### src/rtl/pfd_pkg.sv
// Package for the prefixed frame deframer: frame byte codes, field widths
// and payload store geometry.
// No dependencies.
package pfd_pkg;

   // Basic widths
   localparam int BYTE_W   = 8;
   localparam int NIBBLE_W = 4;
   localparam int POS_W    = 5;

   // Payload store: one entry per payload byte
   localparam int STORE_DEPTH = 15;
   localparam int IDX_W       = 4;
   localparam int LOW_BYTES   = 8;
   localparam int HIGH_BYTES  = STORE_DEPTH - LOW_BYTES;
   localparam int LOW_W       = LOW_BYTES * BYTE_W;
   localparam int HIGH_W      = HIGH_BYTES * BYTE_W;

   typedef logic [BYTE_W-1:0]   byte_type;
   typedef logic [NIBBLE_W-1:0] nibble_type;
   typedef logic [POS_W-1:0]    pos_type;
   typedef logic [IDX_W-1:0]    idx_type;
   typedef logic [LOW_W-1:0]    low_word_type;
   typedef logic [HIGH_W-1:0]   high_word_type;

   // Frame delimiters
   localparam byte_type FRAME_PREFIX  = 8'd137;
   localparam byte_type FRAME_TRAILER = 8'd138;

   // Frame positions: idle, header, then payload bytes from POS_FIRST on
   localparam pos_type POS_IDLE   = 5'd0;
   localparam pos_type POS_HEADER = 5'd1;
   localparam pos_type POS_FIRST  = 5'd2;

endpackage

### src/rtl/prefixed_frame_deframer.sv
// Prefixed frame deframer top level: byte-serial frame receiver with a
// registered result stage. Depends on pfd_pkg.
//
// The block takes one received byte per clock cycle, every cycle, as long
// as the result register is free or being emptied in the same cycle. While
// idle it skips bytes until the prefix 137; the next byte is a header (high
// nibble payload length 0..15, low nibble message type), then the payload
// bytes, then one trailer byte. A trailer equal to 138 loads one result into
// the output register at the edge that accepts it, so the result is offered
// in the next cycle; any other trailer drops the frame. Payload byte k sits
// at bits 8k of payload_low (bytes 0..7) or 8(k-8) of payload_high (bytes
// 8..14), and bytes at or past the length read as zero. The input stalls
// only while a finished result is waiting and the result side is stalling.
module prefixed_frame_deframer (
   input  logic                   clock,
   input  logic                   reset,
   input  logic                   req_valid,
   output logic                   req_stall,
   input  pfd_pkg::byte_type      req_rx_byte,
   output logic                   rsp_valid,
   input  logic                   rsp_stall,
   output pfd_pkg::nibble_type    rsp_msg_type,
   output pfd_pkg::nibble_type    rsp_msg_size,
   output pfd_pkg::low_word_type  rsp_payload_low,
   output pfd_pkg::high_word_type rsp_payload_high
);
   import pfd_pkg::*;

   // Frame tracking state
   pos_type       frame_pos_ff, frame_pos_in;
   nibble_type    held_size_ff, held_size_in;
   nibble_type    held_type_ff, held_type_in;
   byte_type      store_ff [STORE_DEPTH];

   // Result register
   logic          rsp_valid_ff, rsp_valid_in;
   nibble_type    rsp_type_ff, rsp_size_ff;
   low_word_type  rsp_low_ff, low_in;
   high_word_type rsp_high_ff, high_in;

   logic          req_accept;
   logic          at_trailer;
   logic          store_we;
   logic          rsp_load;
   pos_type       trailer_pos;
   pos_type       slot_full;
   idx_type       slot;

   // Hold the input only while a result waits on a stalled output
   assign req_stall  = rsp_valid_ff && rsp_stall;
   assign req_accept = req_valid && !req_stall;

   // Decode the frame position of the current word
   assign trailer_pos = pos_type'({1'b0, held_size_ff}) + POS_FIRST;
   assign at_trailer  = (frame_pos_ff >= POS_FIRST) && (frame_pos_ff >= trailer_pos);
   assign slot_full   = frame_pos_ff - POS_FIRST;
   assign slot        = slot_full[IDX_W-1:0];
   assign store_we    = req_accept && (frame_pos_ff >= POS_FIRST) && !at_trailer
                        && (slot_full < pos_type'(STORE_DEPTH));
   assign rsp_load    = req_accept && at_trailer && (req_rx_byte == FRAME_TRAILER);

   // Advance the frame position and capture the header
   always_comb begin
      frame_pos_in = frame_pos_ff;
      held_size_in = held_size_ff;
      held_type_in = held_type_ff;
      if (req_accept) begin
         if (frame_pos_ff == POS_IDLE) begin
            if (req_rx_byte == FRAME_PREFIX) begin
               frame_pos_in = POS_HEADER;
            end
         end else if (frame_pos_ff == POS_HEADER) begin
            held_size_in = req_rx_byte[BYTE_W-1:NIBBLE_W];
            held_type_in = req_rx_byte[NIBBLE_W-1:0];
            frame_pos_in = POS_FIRST;
         end else if (at_trailer) begin
            frame_pos_in = POS_IDLE;
         end else begin
            frame_pos_in = frame_pos_ff + pos_type'(1);
         end
      end
   end

   // Pack the stored payload, zeroing bytes at or past the length
   always_comb begin
      low_in  = '0;
      high_in = '0;
      for (int k = 0; k < LOW_BYTES; k++) begin
         if (idx_type'(k) < held_size_ff) begin
            low_in[k*BYTE_W +: BYTE_W] = store_ff[k];
         end
      end
      for (int k = 0; k < HIGH_BYTES; k++) begin
         if (idx_type'(LOW_BYTES + k) < held_size_ff) begin
            high_in[k*BYTE_W +: BYTE_W] = store_ff[LOW_BYTES + k];
         end
      end
   end

   // Drop the result once taken, load a new one on a good trailer
   always_comb begin
      rsp_valid_in = rsp_valid_ff;
      if (rsp_load) begin
         rsp_valid_in = 1'b1;
      end else if (!rsp_stall) begin
         rsp_valid_in = 1'b0;
      end
   end

   // Control registers
   always_ff @(posedge clock) begin
      if (reset) begin
         frame_pos_ff <= POS_IDLE;
         held_size_ff <= '0;
         held_type_ff <= '0;
         rsp_valid_ff <= 1'b0;
      end else begin
         frame_pos_ff <= frame_pos_in;
         held_size_ff <= held_size_in;
         held_type_ff <= held_type_in;
         rsp_valid_ff <= rsp_valid_in;
      end
   end

   // Payload store: write the current payload word into its slot
   always_ff @(posedge clock) begin
      for (int k = 0; k < STORE_DEPTH; k++) begin
         if (store_we && (slot == idx_type'(k))) begin
            store_ff[k] <= req_rx_byte;
         end
      end
   end

   // Result payload register
   always_ff @(posedge clock) begin
      if (rsp_load) begin
         rsp_type_ff <= held_type_ff;
         rsp_size_ff <= held_size_ff;
         rsp_low_ff  <= low_in;
         rsp_high_ff <= high_in;
      end
   end

   assign rsp_valid        = rsp_valid_ff;
   assign rsp_msg_type     = rsp_type_ff;
   assign rsp_msg_size     = rsp_size_ff;
   assign rsp_payload_low  = rsp_low_ff;
   assign rsp_payload_high = rsp_high_ff;

   // Position never runs past the trailer of the current frame
   a_pos_bound: assert property (@(posedge clock) disable iff (reset)
      (frame_pos_ff >= POS_FIRST) |-> (frame_pos_ff <= trailer_pos))
      else $error("frame position beyond trailer");

   // Accepted trailer word always returns the block to idle
   a_trailer_idle: assert property (@(posedge clock) disable iff (reset)
      (req_accept && at_trailer) |=> (frame_pos_ff == POS_IDLE))
      else $error("no return to idle after trailer");

   // A fresh result only follows an accepted good trailer
   a_rsp_source: assert property (@(posedge clock) disable iff (reset)
      (rsp_valid_ff && !$past(rsp_valid_ff && rsp_stall))
      |-> $past(req_accept && at_trailer && (req_rx_byte == FRAME_TRAILER)))
      else $error("result without good trailer");

   // Empty frames carry an all-zero payload
   a_empty_zero: assert property (@(posedge clock) disable iff (reset)
      (rsp_valid_ff && (rsp_size_ff == '0))
      |-> ((rsp_low_ff == '0) && (rsp_high_ff == '0)))
      else $error("nonzero payload in empty frame");

endmodule
### config.mk
export PLATFORM = sky130hd
export DESIGN_NAME = prefixed_frame_deframer
export DESIGN_NICKNAME = d
export VERILOG_FILES = /design/src/rtl/pfd_pkg.sv /design/src/rtl/prefixed_frame_deframer.sv
export SDC_FILE = /design/constraint.sdc
export NUM_CORES = 1
export LEC_CHECK = 0
export BUFFER_PORTS_ARGS = -buffer_cell sky130_fd_sc_hd__buf_2
export CORE_MARGIN = 2
export CORE_UTILIZATION = 60
export DETAILED_ROUTE_END_ITERATION = 8
export GPL_TIMING_DRIVEN = 1
export PLACE_DENSITY_LB_ADDON = 0.08
export SYNTH_ARGS = -nofsm -noshare
export SYNTH_HDL_FRONTEND = slang
export SYNTH_SLANG_ARGS = --single-unit
### constraint.sdc
create_clock -name clock -period 9.2 [get_ports clock]
set_clock_uncertainty 0.1 [all_clocks]
set_input_delay 0.46 -clock clock [delete_from_list [all_inputs] [get_ports clock]]
set_output_delay 0.46 -clock clock [all_outputs]
set_load 0.01 [all_outputs]
# Yosys cells after proc, flatten, opt, wreduce, memory -nomap -nowiden
# Memory sizes are Yosys's and may differ from the RTL's. A register that Yosys moved wholly into a read port is not among the register bits.
# Index checks and enable logic that the tools add are counted.
classes:
  magnitude_cmp: 18
  n_bitwise: 1
  reduce_logical: 58
  n_eq_ne: 19
  mux: 78
  addsub: 3
ops:
  columns: ["op", "count"]
  rows:
  - ["8-bit two-way mux", 14]
  - ["8-bit OR reduction", 14]
  - ["4-bit two-way mux", 14]
  - ["1-bit two-way mux", 46]
  - ["4-bit == test, second input constant", 7]
  - ["4-bit less-than comparator, first input constant", 7]
  - ["1-bit logical AND", 23]
  - ["5-bit two-way mux", 4]
  - ["1-bit logical NOT", 17]
  - ["4-bit by 3-bit == test with 1-bit output, second input constant", 4]
  - ["8-bit == test, second input constant", 2]
  - ["3-bit by 4-bit less-than comparator with 1-bit output, first input constant", 4]
  - ["4-bit by 2-bit == test with 1-bit output, second input constant", 2]
  - ["1-bit by 4-bit less-than comparator with 1-bit output, first input constant", 2]
  - ["2-bit by 4-bit less-than comparator with 1-bit output, first input constant", 2]
  - ["4-bit by 2-bit adder with 5-bit output, second input constant", 1]
  - ["5-bit by 1-bit adder with 5-bit output, second input constant", 1]
  - ["5-bit by 1-bit == test with 1-bit output, second input constant", 1]
  - ["5-bit by 2-bit greater-or-equal comparator with 1-bit output, second input constant", 1]
  - ["5-bit greater-or-equal comparator", 1]
  - ["5-bit logical NOT", 1]
  - ["5-bit by 4-bit less-than comparator with 1-bit output, second input constant", 1]
  - ["5-bit by 2-bit subtractor with 5-bit output, second input constant", 1]
  - ["4-bit by 1-bit == test with 1-bit output, second input constant", 1]
  - ["other kinds (5)", 6]
word_totals:
  output_inout_bits: 130
  input_bits: 12
  mem_bits_rw: 120
  word_cells: 184
  reg_bits: 22
  mem_count: 1
memory_table:
  columns: ["name", "words", "width", "read_ports", "rd_ports_with_merged_regs", "write_ports", "line", "text"]
  rows:
  - ["store_ff", 15, 8, 15, 15, 1, "prefixed_frame_deframer.sv:33", "byte_type store_ff [STORE_DEPTH];"]

# Logic depth before layout (Yosys ltp)
# Gate-level depths: netlist of the first run.
logic_depth:
  word_depth: 24
  ltp_mapped: 11
  depth_no_buf: 7

# Least setup slack after synthesis of the first run
# OpenSTA, ideal clock, no wires.
synth_timing:
  path_type: "reg2reg"
  startpoint: "reg held_size_ff[2]"
  endpoint: "reg rsp_size_ff[0] (netlist: rsp_msg_size[0]) (enable)"
  setup_ps: 481
  n_path_buf: 3
  required_ps: 8619
  synth_period_minus_slack_ps: 4894
  path_stages_with_launch: 11
  path_slack_ps: 4306
  t_arrival_ps: 4313
  cell_sequence: "dfxtp_1 > buf_2 > and2_1 > clkbuf_1 > clkbuf_1 > nand2_1 > ha_1 > o21a_1 > a2bb2oi_1 > nand4_1 > inv_1"
synth_via:
  elab_chain_cells: 5
synth_rtl:
  columns: ["item", "line", "text"]
  rows:
  - ["from (decl)", "prefixed_frame_deframer.sv:31", "nibble_type held_size_ff, held_size_in;"]
  - ["from (signal assigned)", "prefixed_frame_deframer.sv:119", "held_size_ff <= held_size_in;"]
  - ["4-bit by 2-bit adder with 5-bit output", "prefixed_frame_deframer.sv:54", "assign trailer_pos = pos_type'({1'b0, held_size_ff}) + POS_FIRST;"]
  - ["5-bit greater-or-equal comparator", "prefixed_frame_deframer.sv:55", "assign at_trailer = (frame_pos_ff >= POS_FIRST) && (frame_pos_ff >= trailer_pos);"]
  - ["1-bit logical AND", "prefixed_frame_deframer.sv:55", null]
  - ["1-bit logical AND (2 in series)", "prefixed_frame_deframer.sv:60", "assign rsp_load = req_accept && at_trailer && (req_rx_byte == FRAME_TRAILER);"]
  - ["named net rsp_load", "prefixed_frame_deframer.sv:44", "logic rsp_load;"]
  - ["to (signal assigned)", "prefixed_frame_deframer.sv:138", "rsp_size_ff <= held_size_ff;"]
  - ["to (decl)", "prefixed_frame_deframer.sv:37", "nibble_type rsp_type_ff, rsp_size_ff;"]
# The timed path passes the listed nets, and every way through them passes these cells.
# A chain may end at the register's enable or synchronous reset.

# Worst setup path after layout of the first run
layout_timing:
  startpoint: "reg held_size_ff[2]"
  endpoint: "reg rsp_low_ff[35] (netlist: rsp_payload_low[35]) (read register of store_ff) (enable)"
layout_via:
  elab_chain_cells: 5
  word_cells_on_any_way: 7
  classes_between: "add/sub: 1; order compare: 2; reduce/logical: 4"
layout_rtl:
  columns: ["item", "line", "text"]
  rows:
  - ["4-bit by 2-bit adder with 5-bit output", "prefixed_frame_deframer.sv:54", null]
  - ["5-bit greater-or-equal comparator", "prefixed_frame_deframer.sv:55", null]
  - ["1-bit logical AND", "prefixed_frame_deframer.sv:55", null]
  - ["1-bit logical AND (2 in series)", "prefixed_frame_deframer.sv:60", null]
  - ["named net rsp_load", "prefixed_frame_deframer.sv:44", null]
  - ["to (decl)", "prefixed_frame_deframer.sv:38", "low_word_type rsp_low_ff, low_in;"]
# The timed path passes the listed nets, and every way through them passes these cells.

==> results of run 1 <==
==> registers in the layout (all words and copies together) (netlist names) <==
signal and flops:
held_type_ff 4, store_ff 120, rsp_msg_size 4, rsp_msg_type 4, frame_pos_ff 5, rsp_payload_high 56, rsp_payload_low 64, rsp_valid 1
held_size_ff 4
==> cells by family after synthesis <==
logic type,after synthesis,synth area share
muxes,8,0.00833
AOI/OAI and AO/OA,33,0.0286
xor gates and xnor gates,4,0.00442
and+or+nand+nor,193,0.124
DFF,262,0.803
buffers and inverters,25,0.0146
adders and majority gates,13,0.0169
==> synth_stat cells (5+ instances only) <==
cell type,count,area share
edfxtp_1,248,0.77
nor2b_1,58,0.038
and2_1,41,0.027
and3_1,25,0.016
dfxtp_1,14,0.029
nor2_1,14,0.0055
ha_1,13,0.017
nand2_1,10,0.0039
nor4_1,10,0.0065
clkbuf_1,9,0.0035
nor3_1,9,0.0047
a21oi_1,8,0.0042
mux2i_1,8,0.0083
inv_1,7,0.0027
buf_6,5,0.0059
==> critical path, delay by kind of cell (launching register included) <==
kind / cells / cell delay, ns
buffers and inverters: 2 / 1.32
AND/OR/NAND/NOR: 3 / 0.85
flip-flops: 1 / 0.72
AO/OA/AOI/OAI: 2 / 0.40
adder cells (fa/ha/maj): 1 / 0.32
==> cell type report <==
cell class	instances	area [µm²]	area share
timing repair buffer	149	766	0.0672
sequential	262	7730	0.678
inverter	7	28.8	0.00252
clock inverter	11	164	0.0144
clock buffer	33	676	0.0593
tap	216	270	0.0237
multi-input combinational	251	1770	0.155
==> per-layer routing <==
layer  vias to the layer above  part of all wire
li1                       2343                 -
met5                         -                 0
met4                         0             0.014
met3                        17             0.071
met2                       223              0.50
met1                      2496              0.42
==> report_power, final <==
part	internal, mW	switching (mW)	leakage (nW)
clock network	0.628	0.406	0.398
registers	1.29	0.0000507	2.65
logic	0.00347	0.0184	1.49
==> stage by stage <==
stage          cells  hold WS, ns
2_1_floorplan    538        0.308
3_3_place_gp     885        0.315
3_5_place_dp     885        0.324
4_1_cts          929        0.202
5_1_grt          929        0.220
6_report         929        0.225
==> path summary, 6_finish.rpt <==
path / depth (start not counted) / to / startpoint / slack [ns]
max: 8 / rsp_payload_low[35] / held_size_ff[2] / 4.95
min: 3 / rsp_valid / rsp_stall / 0.22
max reg2reg: 8 / rsp_payload_low[35] / held_size_ff[2] / 4.95
min reg2reg: 0 / rsp_msg_type[0] / held_type_ff[0] / 0.33
==> cell usage in the layout, fill, tap and decap left out, types with 5 or more instances in the layout <==
cell type  count
nand2_1       10
buf_2        141
dfxtp_1       14
buf_4          8
ha_1          13
and3_1        25
clkbuf_1       6
nor2b_1       58
nor4_2         5
clkbuf_16     25
edfxtp_1     248
nor4_1         7
nor2_1        14
mux2i_1        8
a21oi_1        8
and2_1        41
inv_1          6
nor3_1         9
==> summary.md, run 1 <==
The flow ran to the end, and the final reports show no timing, DRC or antenna violations. The total clock buffers created by CTS is 25. The via count of the first global-routing pass was 4703.

The logs give 0 for the count of unresolved DRC violations after routing and 0.314 for the global-route met1 utilization. The core region is 15800 µm². The worst setup slack after layout is 4.95 ns, and the final-report setup violation count is 0. The die is 131 µm wide. At the placement stage, the worst setup path has a slack of 4.94 ns.

The congestion estimate from routability-driven global placement came to 0.860. The wire length of the first global-routing pass was 27.0 mm; the reported max-cap violation count was 0. The tools report the estimated wirelength of the detail-placed design as 11.2 mm. 0 antenna diodes ended up in the layout. After detailed placement, the total cell area comes to 10600 µm². The average wire per standard cell is 19.6 µm. The run gives 88 as the largest net degree at the start of global routing. The tools report the number of slew-limit violations in the final report as 0.

The commonest register cell after synthesis is edfxtp_1. The number of enable-type register cells in the synthesized netlist is 248, and the utilization after layout is 0.723. Endpoint arrival time on the critical path: 4.27 ns.

The total global routing track utilization came out at 0.215. The maximum fanout along the worst path came out at 87. For the hold buffer count at cts, the log shows 0.

The count of buffers added on input and output ports is 141. The total number of vias is 5079, and the post-synth net total is 563. The signal on the critical path passes through and2_1 -> nand2_1 -> ha_1 -> o21a_1 -> a2bb2oi_1 -> nand4_1 -> inv_4 -> buf_4.

CTS placed an instance of clkbuf_16 at the clock tree root. The initial standard-cell utilization of the core came out at 0.610. The tools report the deepest clock path buffer count as 3. The run gives 0.0338 as the met3 track demand over resource.

The final net count was 721. STA puts the critical path data required time at 9.22 ns. The die height was 131 µm. Share of async-settable or async-resettable flops after synthesis: 0. The synthesized cell area was 9620 µm². In this run the static leakage power is 4.54 nW. The completed layout was analyzed and its total power is 2.35 mW. The critical path is of the reg2reg type. For the pin with the worst max-slew slack, the measured transition is 1.15 ns. Yosys printed 0 warnings.

The run gives 0.803 as the post-synthesis sequential area ratio. TritonCTS built the clock tree. The tools report the total setup buffers inserted after CTS as 0. The run gives 0 as the total congestion overflow. The path class of the tightest hold or removal check is in2reg. With fillers left out, the area of the finished cells amounts to 11400 µm². The global routing stage identified its most utilized layer as met2.

The final critical delay including setup and external delays was 4.25 ns; the final hold violation count was 0. The worst-case vdd ir drop is 0.171 mV, and the count of nets left with antenna violations after detail routing is 0. The share of layout cells above drive strength 1 was 0.283. The level count of the clock H-tree was 1. The run gives 0.350 as the routing usage on met2.

The remaining max-slew budget at the tightest pin was 0.229. Setup repair after global routing left no endpoint under its margin. The clock latency on the worst-skew pair is 0.52 ns, and the full die area is 17100 µm².

The post-route setup TNS is 0 ns. The number of synthesized register bits was 262. In the routed layout, each cell is associated on average with a via count of 5.47. For this design the ratio of total power to cell area is 206 nW/µm².

The portion of the clock cycle consumed by the worst path in the final layout was 0.462; the row count was 46. For this design, the slowest cell found on the critical path is buf_4. For this run, the slowest stage of the critical path takes 0.88 ns. The startpoint kind of the worst setup timing path is a register. The total number of clock tree sinks came out at 262. The logs give 4 for the detailed-routing iteration count for the pre-antenna-repair pass and 0 for the number of antenna violations at the first check in global routing. Static timing analysis puts the maximum clock frequency at 0.236 GHz. For the number of ports placed on the die boundary, the log shows 142. The synthesized netlist contains 54 unique library cells. The layout filler cell count is 1039. Summed over all layers, the routed wires come to 18.3 mm. The worst setup path is captured at a register. The number of gates resized after CTS came out at 0. A synthesized cell averages 17.9 µm².

The initial DRC count was 432. Compared with the post-synthesis result, the final layout area differs by 18.5%. The clock transition time at the flip-flop clock pins of the worst setup and hold paths came out at 0.06 ns. Synthesis handed over a netlist of 538 instances.
(Power assumes the default switching activity.)
==> run 2, diff against run 1 <==
--- a/config.mk
+++ b/config.mk
@@ -7,7 +7,7 @@
 export LEC_CHECK = 0
 export BUFFER_PORTS_ARGS = -buffer_cell sky130_fd_sc_hd__buf_2
 export CORE_MARGIN = 2
-export CORE_UTILIZATION = 60
+export CORE_UTILIZATION = 56
 export DETAILED_ROUTE_END_ITERATION = 8
 export GPL_TIMING_DRIVEN = 1
 export PLACE_DENSITY_LB_ADDON = 0.08
==> constraint.sdc (replaced) <==
create_clock -name clock -period 4.1 [get_ports clock]
set_clock_uncertainty 0.1 [all_clocks]
set_input_delay 0.205 -clock clock [delete_from_list [all_inputs] [get_ports clock]]
set_output_delay 0.205 -clock clock [all_outputs]
set_load 0.01 [all_outputs]
==> run 2 against run 1 <==
- sequential share of layout area shrank 0.44 points
- critical path depth decreased by 1
- power increased by 120%
- flip-flop and latch count unchanged
- clock power is 110% higher
- largest cell class unchanged
- largest power group unchanged
==> summary.md, run 2 (synthesis results as in run 1) <==
The actual slew at the worst max-slew pin was 1.01 ns (-0.132 ns); the instance count after placement with tap cells included was 898 (+1.5%). The logs give 0.306 mV (+79%) for the worst-case vdd ir drop and 0 (unchanged) for the count of unresolved DRC violations after routing. The largest net degree at the start of global routing was 87 (-1.1%). Final net count: 734 (+1.8%). The run gives 0 (unchanged) as the total congestion overflow.

The number of slew-limit violations in the final report is 0 (unchanged). The run gives 951 µW (+120%) as the net switching power of the design. Final-report setup violation count: 0 (unchanged). Setup repair after global routing left no endpoint under its margin. The logs give 948 (+2.0%) for the number of cells in the finished layout apart from fillers and 4.17 mW (+120%) for the cell-internal power. The number of flip-flops in the largest register was 120 (unchanged); the portion of the clock cycle consumed by the worst path in the final layout was 0.800 (+0.339). Sequential share of power: 0.566 (+0.015). Among the stages of the critical path, the cell type that occurs most often is ha_1. The utilization after layout is 0.687 (-0.0359). The biggest cell delay along the critical path was 0.92 ns (+0.04 ns); the maximum fanout along the worst path was 15 (-83%). The logs give 11.2 mm (-0.70%) for the estimated wirelength of the detail-placed design and 0.010 (about the same) for the share of power burned in combinational logic. The average wire per standard cell was 19.0 µm (-3.2%); the level count of the clock H-tree was 1 (unchanged). The routed via count divided by cell count came out at 5.31 (-2.9%). The tree is rooted in a clkbuf_16. The share of layout cells above drive strength 1 was 0.291 (+0.00790). The leakage power figure was 4.59 nW (+1.1%). The tools report the routability congestion estimate as 0.829 (-3.5%).

The switching part of the total is 0.185 (+0.00489). The die height came out at 135 µm (+3.4%). The total number of clock tree sinks was 262 (unchanged). Category of the critical setup timing path: reg2reg. The clock latency on the worst-skew pair was 0.51 ns (about the same); the number of port buffers was 141 (unchanged). The count of nets left with antenna violations after detail routing is 0 (unchanged), and the final critical delay including setup and external delays is 3.28 ns (-0.965 ns). The row count was 47 (+2.2%); the clock transition time at the flip-flop clock pins of the worst setup and hold paths was 0.06 ns (about the same). The run gives 18.0 mm (-1.2%) as the routed wire length. The run gives 0 (unchanged) as the number of gates resized after CTS. In the layout the commonest cells are 248 x edfxtp_1, 141 x buf_2, 58 x nor2b_1. Post-route setup TNS: 0 ns (unchanged). The final hold violation count was 0 (unchanged); the maximum frequency from static timing analysis was 0.305 GHz (+29%). The deepest clock path buffer count came out at 3 (unchanged). Type of element capturing the critical path: a register. The run gives 0.797 ns (-4.15 ns) as the pre-CTS setup slack. Relative to the synthesized area, the layout overhead comes to 19.3%.

Tracing the worst setup path back leads to its startpoint at held_size_ff[2]. Power density normalized to cell area: 447 nW/µm² (+120%). For the via count of the first global-routing pass, the log shows 4882 (+3.8%). In this run the critical register-to-register path is launched from held_size_ff[2]. The full die area was 18200 µm² (+6.9%). The clock share of power is 0.424 (-0.016). STA classifies the critical path startpoint as a register. For the total clock buffers created by CTS, the log shows 26 (+4.0%). The tools report the number of inserted diodes as 0 (unchanged).

For the number of ports placed on the die boundary, the log shows 142 (unchanged). The worst setup slack after layout is 0.819 ns (-4.13 ns). The die width was 135 µm (+3.4%). The run finished with clean final reports.

Largest register by flop count: store_ff. For the wire length of the first global-routing pass, the log shows 27.4 mm (+1.1%). In this run the worst hold path is classified as in2reg. The slowest stage of the critical path belongs to the cell nor4_2. The most common cell after layout, fill and taps aside was edfxtp_1. The run gives 16700 µm² (+5.9%) as the area of the core. The total global routing track utilization came out at 0.199 (-0.0160).

The critical path goes through ha_1 -> inv_1 -> ha_1 -> a211oi_2 -> o211a_1 -> o21ai_4 -> nor4_2. TritonCTS built the clock tree. The initial DRC count was 337 (-22%); the remaining max-slew budget at the tightest pin was 0.318 (+0.0885).

The detailed-routing iteration count for the pre-antenna-repair pass is 4 (unchanged). The run gives 3.31 ns (-0.96 ns) as the endpoint arrival time on the critical path. The run gives 0 (unchanged) as the number of antenna violations at the first check in global routing. The required time of the worst setup path is 4.13 ns (-5.09 ns). The tools report the startpoint of the lowest-slack hold path as req_valid.

The run gives 0 (unchanged) as the reported max-cap violation count. Total number of vias: 5031 (-0.95%). The initial standard-cell utilization of the core is 0.576 (-0.0340).
-- run 2: changes by cell type in the layout (fill, tap and decap cells not counted), sizes merged --
cell and delta:
bufinv -3, dlygate4sd3 +3, clkinv +8, buf +9, inv -2
-- run 2: through the flow --
stage	power (mW)	area, µm²	hold WS (ns)
after floorplan	2.97	9630	0.204
after global placement	3.01	10700	0.315
after detailed placement	3.01	10700	0.323
after CTS	5.17	11500	0.0428
after global routing	5.28	11500	0.0554
final	5.12	11500	0.0564
-- run 2: worst max-delay path: cells and delay by family (launching register included) --
kind | cells | cell delay (ns)
AND/OR/NAND/NOR | 1 | 0.92
AO/OA/AOI/OAI | 3 | 0.73
adder cells (fa/ha/maj) | 2 | 0.55
flip-flops | 1 | 0.53
buffers and inverters | 1 | 0.06
-- run 2: power by group through the flow --
| stage | Clock, mW | Sequential (mW) | Combinational, mW |
|---|---|---|---|
| floorplan | 0 | 2.96 | 0.0112 |
| global placement | 0 | 2.96 | 0.0490 |
| detailed placement | 0 | 2.96 | 0.0497 |
| CTS | 2.21 | 2.90 | 0.0514 |
| global route | 2.32 | 2.90 | 0.0539 |
| finish | 2.17 | 2.90 | 0.0500 |
-- run 2: per-layer routing --
layer,up-vias,global-route usage,part of all wire
met5,-,0,0
met1,2469,0.276,0.43
met2,159,0.336,0.50
met3,34,0.0263,0.050
li1,2369,-,-
met4,0,0.0590,0.023
-- run 2: path summary, 6_finish.rpt --
kind	end	slack, ns	cells after the start
hold reg to reg	rsp_msg_type[2]	0.34	0
setup / recovery	store_ff[3][4]	0.82	7
hold / removal	frame_pos_ff[4]	0.06	3
setup reg to reg	store_ff[3][4]	0.82	7
-- run 2: repair_timing --
item | CTS | global route
hold buffers | 3 | 0
setup buffers | 0 | 0
endpoints found under the setup margin | 0 | 0
hold endpoints to repair | 7 | 0
-- run 2: layout make-up --
type / instances / area, µm²
flip-flops and latches: 262 / 7730
multi-input cells: 251 / 1770
inverters: 7 / 30.0
clock buffers: 33 / 698
repair buffers: 161 / 876
well taps: 220 / 275
clock inverters: 14 / 93.8
fillers: 1133 / 5230
==> run 3, diff against run 2 <==
==> constraint.sdc (replaced) <==
create_clock -name clock -period 3.2 [get_ports clock]
set_clock_uncertainty 0.1 [all_clocks]
set_input_delay 0.16 -clock clock [delete_from_list [all_inputs] [get_ports clock]]
set_output_delay 0.16 -clock clock [all_outputs]
set_load 0.01 [all_outputs]
==> run 3 against run 2 <==
- clock power increased by 31%
- global-route usage increased by 0.41 points
- fmax increased by 4.7%
- critical endpoint is now store_ff[6][2]
- largest cell class unchanged
==> summary.md, run 3 (synthesis results as in run 1) <==
The clock transition time at the flip-flop clock pins of the worst setup and hold paths was 0.07 ns (about the same); the average wire per standard cell was 19.2 µm (+0.69%). For the storage element area, the log shows 7730 µm² (about the same). In this run the most used layer during global routing was met2. The number of ports placed on the die boundary was 142 (unchanged); the largest net degree at the start of global routing was 85 (-2.3%). The startpoint kind of the worst setup timing path is a register. Compared with the post-synthesis result, the final layout area differs by 20.7%.

Type of element capturing the critical path: a register. The full die area was 18200 µm² (unchanged). The wire length of the first global-routing pass is 27.8 mm (+1.5%), and the estimated wirelength of the detail-placed design is 11.8 mm (+6.1%).

Final-report setup violation count: 0 (unchanged). The final net count is 747 (+1.8%), and the total global routing track utilization is 0.203 (+0.00409). Maximum fanout along the worst path: 11 (-4).

The total setup buffers inserted after CTS is 0 (unchanged), and the portion of the clock cycle consumed by the worst path in the final layout is 0.979 (+0.179). Total number of clock tree sinks: 262 (unchanged). The leakage power figure is 4.69 nW (+2.2%).

The largest register by flop count was store_ff. The initial DRC count was 322 (-4.5%); the remaining max-slew budget at the tightest pin was 0.250 (-0.0684). The share of layout cells above drive strength 1 works out to 0.314 (+0.0223).

For the met3 track demand over resource, the log shows 0.0323 (+0.00601). The root buffer cell chosen for the clock tree is clkbuf_16. The number of antenna violations at the first check in global routing is 0 (unchanged), and the number of port buffers is 141 (unchanged). For the layout filler cell count, the log shows 1137 (+0.35%).

The count of unresolved DRC violations after routing is 0 (unchanged), and the number of flip-flops in the largest register is 120 (unchanged). The routability congestion estimate is 0.862 (+3.9%). The overall power of the completed layout was 6.64 mW (+30%); the die width was 135 µm (unchanged). Total number of vias: 5038 (+0.14%). The final critical delay including setup and external delays was 3.13 ns (-0.148 ns); the deepest clock path buffer count was 3 (unchanged). Area of the core: 16700 µm² (unchanged). Routing usage on met2: 0.352 (+0.0161).

The maximum frequency from static timing analysis is 0.319 GHz (+4.7%), and the worst-case vdd ir drop is 0.345 mV (+13%). The logs give 47 (unchanged) for the row count and 1800 µm² (+1.7%) for the area used by multi-input combinational logic. The tightest min-delay check is of the in2reg type. The global-route met1 utilization was 0.268 (-0.00842); the level count of the clock H-tree was 1 (unchanged). The actual slew at the worst max-slew pin works out to 1.12 ns (+0.102 ns). The routed wire length was 18.4 mm (+2.0%).

Power density normalized to cell area: 571 nW/µm² (+28%). The clock latency on the worst-skew pair was 0.51 ns (about the same). The run gives 0 (unchanged) as the count of nets left with antenna violations after detail routing. Leaving out fill and tap cells, the most frequent cell in the layout is edfxtp_1.

The tools report the number of inserted diodes as 0 (unchanged). The die height is 135 µm (unchanged). The detailed-routing iteration count for the pre-antenna-repair pass was 4 (unchanged); the required time of the worst setup path was 3.22 ns (-0.91 ns). The logs give 5024 (+2.9%) for the via count of the first global-routing pass and 0.0228 ns (-0.0336 ns) for the final hold slack.

Final hold violation count: 0 (unchanged). TritonCTS built the clock tree. The top cell types in the final layout, fill and taps aside, are 248 x edfxtp_1, 141 x buf_2, 58 x nor2b_1. The run gives 0 (unchanged) as the total congestion overflow. The run gives 25 (-3.8%) as the total clock buffers created by CTS.

Setup repair after global routing left no endpoint under its margin. The number of slew-limit violations in the final report is 0 (unchanged). The worst setup path is of the reg2reg kind.

For the initial standard-cell utilization of the core, the log shows 0.576 (unchanged). The reported max-cap violation count is 0 (unchanged). The routed via count divided by cell count came out at 5.25 (-1.1%).

For the endpoint arrival time on the critical path, the log shows 3.15 ns (-0.16 ns). The flow ran to the end, and the final reports show no timing, DRC or antenna violations.
run 3: per-stage QoR:
stage	std cells	util	TNS, ns	area, µm²	worst slack [ns]
6_report	960	0.695	0	11600	0.0676
5_1_grt	960	0.695	0	11600	0.00631
4_1_cts	960	0.695	0	11600	0.0566
3_5_place_dp	912	0.645	0	10800	0.0772
3_3_place_gp	912	0.645	0	10800	0.207
2_1_floorplan	538	-	-93.97	9670	-0.734
run 3: power breakdown:
part / internal, mW / switching [mW]
Sequential: 3.72 / 0.0000450
Clock: 1.70 / 1.15
Combinational: 0.0151 / 0.0547
run 3: path summary, 6_finish.rpt:
path | startpoint | endpoint | slack, ns | cells after the start
worst max register to register | held_size_ff[2] | store_ff[6][2] | 0.07 | 7
worst min register to register | held_type_ff[3] | rsp_msg_type[3] | 0.33 | 0
worst max-delay path | held_size_ff[2] | store_ff[6][2] | 0.07 | 7
worst min-delay path | req_valid | frame_pos_ff[3] | 0.02 | 3
run 3: layer usage:
metal / share of wire / up-vias
li1: - / 2389
met1: 0.41 / 2477
met2: 0.51 / 148
met3: 0.058 / 24
met4: 0.016 / 0
met5: 0 / -
run 3: final cells by class:
type / instances / area share
Tap cell: 220 / 0.0237
Timing Repair Buffer: 175 / 0.0834
Clock buffer: 29 / 0.0560
Multi-Input combinational cell: 251 / 0.155
Sequential cell: 262 / 0.665
Clock inverter: 16 / 0.0135
Inverter: 7 / 0.00259
run 3: what timing repair did:
action / 4_1_cts / 5_1_grt
endpoints found under the hold margin: 13 / 0
gates resized for setup: 0 / 2
hold buffers: 3 / 0
endpoints found under the setup margin: 0 / 16
run 3: worst max-delay path, cell delays in order (launching register included):
cell	delay, ns
dfxtp_2	0.32
ha_1	0.27
inv_1	0.04
ha_1	0.30
a211oi_2	0.27
o211a_1	0.34
o21ai_4	0.16
nor3_1	0.93
